**config.mk**
```make
export PLATFORM = sky130hd
export DESIGN_NAME = bsrm_ram
export DESIGN_NICKNAME = d
export VERILOG_FILES = /design/src/design/assert_macros.svh /design/src/design/bsrm_ram.sv
export SDC_FILE = /design/constraint.sdc
export NUM_CORES = 1
export LEC_CHECK = 0
export ABC_AREA = 1
export BUFFER_PORTS_ARGS = -buffer_cell sky130_fd_sc_hd__buf_2
export CORE_MARGIN = 3
export CORE_UTILIZATION = 42
export CTS_BUF_LIST = sky130_fd_sc_hd__clkbuf_4
export DETAILED_ROUTE_END_ITERATION = 8
export GPL_TIMING_DRIVEN = 0
export PLACE_DENSITY = 0.69
export SLEW_MARGIN = 0
export SYNTH_ARGS = -nofsm -noshare
export SYNTH_HDL_FRONTEND = slang
export SYNTH_SLANG_ARGS = --single-unit
```
**constraint.sdc**
```tcl
create_clock -name clk -period 1.1 [get_ports clk]
set_clock_uncertainty 0.05 [all_clocks]
set_input_delay 0.055 -clock clk [delete_from_list [all_inputs] [get_ports clk]]
set_output_delay 0.055 -clock clk [all_outputs]
set_load 0.02 [all_outputs]
```
**src/design/assert_macros.svh**
```systemverilog
// Assertion helpers for the range map. The clock and reset are taken by name
// from the module that uses them.
`ifndef ASSERT_MACROS_SVH
`define ASSERT_MACROS_SVH

`ifndef SYNTHESIS
`define BSRM_ASSERT(label, prop) \
  label: assert property (@(posedge clk) disable iff (rst) prop) \
    else $error("assertion failed");
`define BSRM_NEVER(label, cond) \
  label: assert property (@(posedge clk) disable iff (rst) !(cond)) \
    else $error("forbidden condition seen");
`else
`define BSRM_ASSERT(label, prop)
`define BSRM_NEVER(label, cond)
`endif

`endif

```
**src/design/bsrm_ram.sv**
```systemverilog
module bsrm_ram #(
  parameter int WIDTH = 8,
  parameter int DEPTH = 16
) (
  input  logic                     clk,
  input  logic                     wr_en,
  input  logic [$clog2(DEPTH)-1:0] wr_addr,
  input  logic [WIDTH-1:0]         wr_data,
  input  logic [$clog2(DEPTH)-1:0] rd_addr,
  output logic [WIDTH-1:0]         rd_data
);

  logic [WIDTH-1:0] mem [DEPTH];

  always_ff @(posedge clk) begin
    if (wr_en) begin
      mem[wr_addr] <= wr_data;
    end
    rd_data <= mem[rd_addr];
  end

endmodule

```
# Word level (Yosys, flattened, before mapping)
# Memories as Yosys holds them, arrays and structs flattened. A register that Yosys moved wholly into a read port is not among the register bits.
# Index checks and enable logic that the tools add are counted.
classes:
  n_mux: 2
ops:
  columns: ["operator", "n"]
  rows:
  - ["2-to-1 mux 1 bit", 2]
word_totals:
  reg_bits: 0
  ramBits: 128
  input_bits: 18
  out_inout_bits: 8
  word_cells: 3
  n_memories: 1
mem_list:
  columns: ["memory", "depth", "width", "rd", "rd_clocked_by_memory_dff", "wr", "line_no", "rtl"]
  rows:
  - ["mem", 16, 8, 1, 1, 1, "bsrm_ram.sv:13", "logic [WIDTH-1:0] mem [DEPTH];"]

# Longest topological paths before layout
logic_depth:
  word_depth: 2
  depth_mapped: 8
  ltp_nobuf: 7

# Worst setup path before layout
# OpenSTA, ideal clock, no wires.
synth_timing:
  path_type: "input to register"
  startpoint: "in wr_addr[3]"
  endpoint: "mem mem[4][0], enable pin"
  setup_ns: 0.370
  arrival_time_ns: 0.636
  required_ns: 0.680
  slack_ns: 0.044
  stages: 2
  path_buffers: 0
  cell_sequence: "nand3b_1 nor2_1"
synth_rtl:
  columns: ["element", "line_no", "rtl"]
  rows:
  - ["from (decl)", "bsrm_ram.sv:7", "input logic [$clog2(DEPTH)-1:0] wr_addr,"]
  - ["to (decl)", "bsrm_ram.sv:13", null]
# No word-level cell before the write port.

# Final worst setup path
layout_timing:
  startpoint: "reg rd_data[7] (read register of mem)"
  endpoint: "out rd_data[7]"
layout_rtl:
  columns: ["element", "line_no", "rtl"]
  rows:
  - ["from (decl)", "bsrm_ram.sv:10", "output logic [WIDTH-1:0] rd_data"]
# No word-level cell between the ends.

==> key figures <==
Status
  – Status: completed

Worst setup path
  – R2r setup slk: 0.05 ns
  – Crit Path Max Fanout: 1
  – Worst Setup Start Kind: register
  – Crit path buffers/inverters: 1
  – R2R depth: 6
  – Worst path required time: 1.00 ns
  – WS Path Type: register to output port
  – Critical path, cell by cell: buf_6
  – CP delay by family, top: flip-flops
  – Critical path arrival: 0.96 ns
  – Nature of the critical path endpoint: output port
  – Worst r2r src: mem[11][2]
  – Max stage delay cell, worst path: dfxtp_2
  – R2r endpoint: rd_data[2]
  – Crit path depth: 1
  – Critical path's largest stage delay: 0.33 ns

Clock tree
  – CTS H-tree depth: 4
  – Clk buf depth: 2
  – Clock sinks: 136
  – Post-CTS Setup Inserts: 0
  – Total CTS buffers: 17
  – Worst-Skew Late Latency: 0.51 ns
  – CTS Root Cell: clkbuf_4
  – CTS tree: done
  – Clock slew at reported path FFs: 0.11 ns

Logic synthesis
  – Count leader, synth: nand2_1
  – Syn avg cell area: 10.5 um^2
  – Synth top area share: 0.667
  – Asr flop ratio synth: 0
  – Seq/Total Area, Yosys: 0.694
  – Syn. warnings: 0
  – Leading area contributor after synthesis: edfxtp_1
  – Prevailing post-synth register cell: edfxtp_1
  – Top post-synthesis cells by area: edfxtp_1, nand2_1, nand3_1
  – Netlist cell types: 12
  – Post-synthesis cell area: 5770 um^2
  – Top cells by count, synth: nand2_1, edfxtp_1, inv_1
  – Cell count after synthesis: 551
  – Synth Net Count: 569
  – #FFs+latches synth: 136
  – Post-synth EDFFs: 128

Placement
  – Placed cell area: 6100 um^2
  – RePlAce Congestion: 0.900
  – Port bufs: 22
  – Post-DP HPWL: 8.68 mm

Worst hold path
  – Hold path start: rd_addr[1]
  – Hold/Removal Path Class: primary input to register
  – Hold depth: 5
  – Worst Hold Endpoint: rd_data[1]

Power and ir drop
  – Switching share of power: 0.229
  – Gate power share: 0.085
  – Final Total Pwr: 10.2 mW
  – Pwr/cell area: 1540 nW/um^2
  – P_int: 7.85 mW
  – Clk pwr share: 0.343
  – Sequential group share of total power: 0.572
  – Max VDD drop: 0.000629 V
  – Leak: 2.85 nW
  – Sw Pwr: 2.34 mW

Route
  – Iter 0 DRT Violations: 299
  – Drt first pass iters: 5
  – Avg WL per Cell: 16.5 um
  – Via count: 3,839
  – DRC: 0
  – Remaining antenna violation count after routing: 0
  – Vias per cell: 4.85
  – Routed Wire Length: 13.1 mm

Floorplan
  – Core Area: 13,300 um^2
  – Die X-Extent: 123 um
  – # IOs: 26
  – Die area: 15,200 um^2
  – Row count: 42
  – Die Y: 123 um
  – Initial core utilization: 0.432

Cells and area
  – Synth-to-Final Area Change: 15.0%
  – Finished Cell Area: 6630 um^2
  – Nets: 620
  – Sequential cell area: 4010 um^2
  – Share of cells above drive strength 1: 0.159
  – Layout fillers: 1,203
  – Multi-input logic area: 1270 um^2

GRT
  – Initial antenna violation count: 1
  – GRT met3 Usage: 0.0361
  – Met2 usage: 0.281
  – First-pass GRT wire length: 19.9 mm
  – Met1 GRT Util: 0.240
  – Most Used Layer, Global Route: met2
  – Grt total ovfl: 0
  – Largest net degree at the start of global routing: 17
  – GRT Util Overall: 0.179
  – Number of global-route vias before repair: 3,748

Timing
  – Final setup violation count: 0
  – Tcrit/Tclk final: 0.969
  – Fin crit period: 1.07 ns
  – Slew Limit Fails: 0
  – Fmax: 938 MHz
  – Fin. Hold Viols: 0
  – Worst-Margin Slew: 0.955 ns
  – Relative max-transition margin: 0.361
  – RSZ-0062 raised after global routing: true

Flow run
  – Max-cap violations: 0
-- logic make-up after synthesis --
kind of cell / after synthesis / synth area share
and+or+nand+nor: 289 / 0.210
DFF: 136 / 0.694
buffers and inverters: 126 / 0.0952
-- tightest hold or removal path, delay by kind of cell --
family / cells / cell delay (ns)
buf+inv: 1 / 0.14
simple gates: 4 / 0.35
-- registers in the layout, indices dropped and copies added, names as in the netlist --
register / cells
rd_data: 8
mem: 128
-- cell type report --
type,instances,share of cell area
antenna,1,0.000377
sequential,136,0.605
timing repair buffer,33,0.0408
clock buffer,17,0.0192
buffer,23,0.0245
multi-input combinational,289,0.191
clock inverter,15,0.0277
tap,176,0.0332
inverter,102,0.0577
-- through the flow --
stage / std cells / setup WS [ns] / hold slack, ns / setup TNS (ns) / util
2_1_floorplan: 551 / 0.0442 / 0.104 / 0 / -
3_3_place_gp: 749 / -0.457 / 0.410 / -42.89 / 0.457
3_5_place_dp: 749 / -0.508 / 0.421 / -47.23 / 0.457
4_1_cts: 792 / 0.000112 / 0.000116 / 0 / 0.491
5_1_grt: 792 / -0.0374 / 0.0113 / -0.233 / 0.497
6_report: 792 / 0.0344 / 0.0207 / 0 / 0.497
-- power groups by stage --
stage               Sequential (mW)  Combinational (mW)  Clock, mW
floorplan                      5.97               0.409          0
global placement               5.93               0.748          0
detailed placement             5.93               0.766          0
CTS                            5.82               0.829       3.53
global route                   5.84               0.939       3.78
finish                         5.83               0.863       3.50
-- cell usage in the layout (no fill, tap or decap), types with 6 or more instances in the layout --
cell	synthesis	routed
nand2_1	173	172
buf_2	13	27
inv_1	100	100
nor2_1	17	15
clkinv_2	0	6
nand3_2	0	9
dfxtp_2	0	8
nand3_1	97	88
dlygate4sd3_1	0	11
clkbuf_4	0	17
buf_6	6	14
edfxtp_1	128	128
-- what timing repair did --
action,4_1_cts,5_1_grt
hold buffers,11,0
endpoints found under the hold margin,136,0
endpoints found under the setup margin,8,26
resized for setup,14,22
-- worst max-delay path by stage --
stage / start / end
finish: rd_data[7] / rd_data[7]
global route: rd_data[3] / rd_data[3]
CTS: rd_data[4] / rd_data[4]
detailed placement: wr_addr[3] / mem[7][2]
global placement: wr_addr[3] / mem[7][2]
floorplan: wr_addr[3] / mem[4][0]
-- per-layer routing --
metal | share of wire | wire length [um]
met1 | 0.43 | 5670
met2 | 0.46 | 6040
met3 | 0.063 | 830
met5 | 0 | 0
met4 | 0.041 | 535
Power figures use the tool's default switching activity.
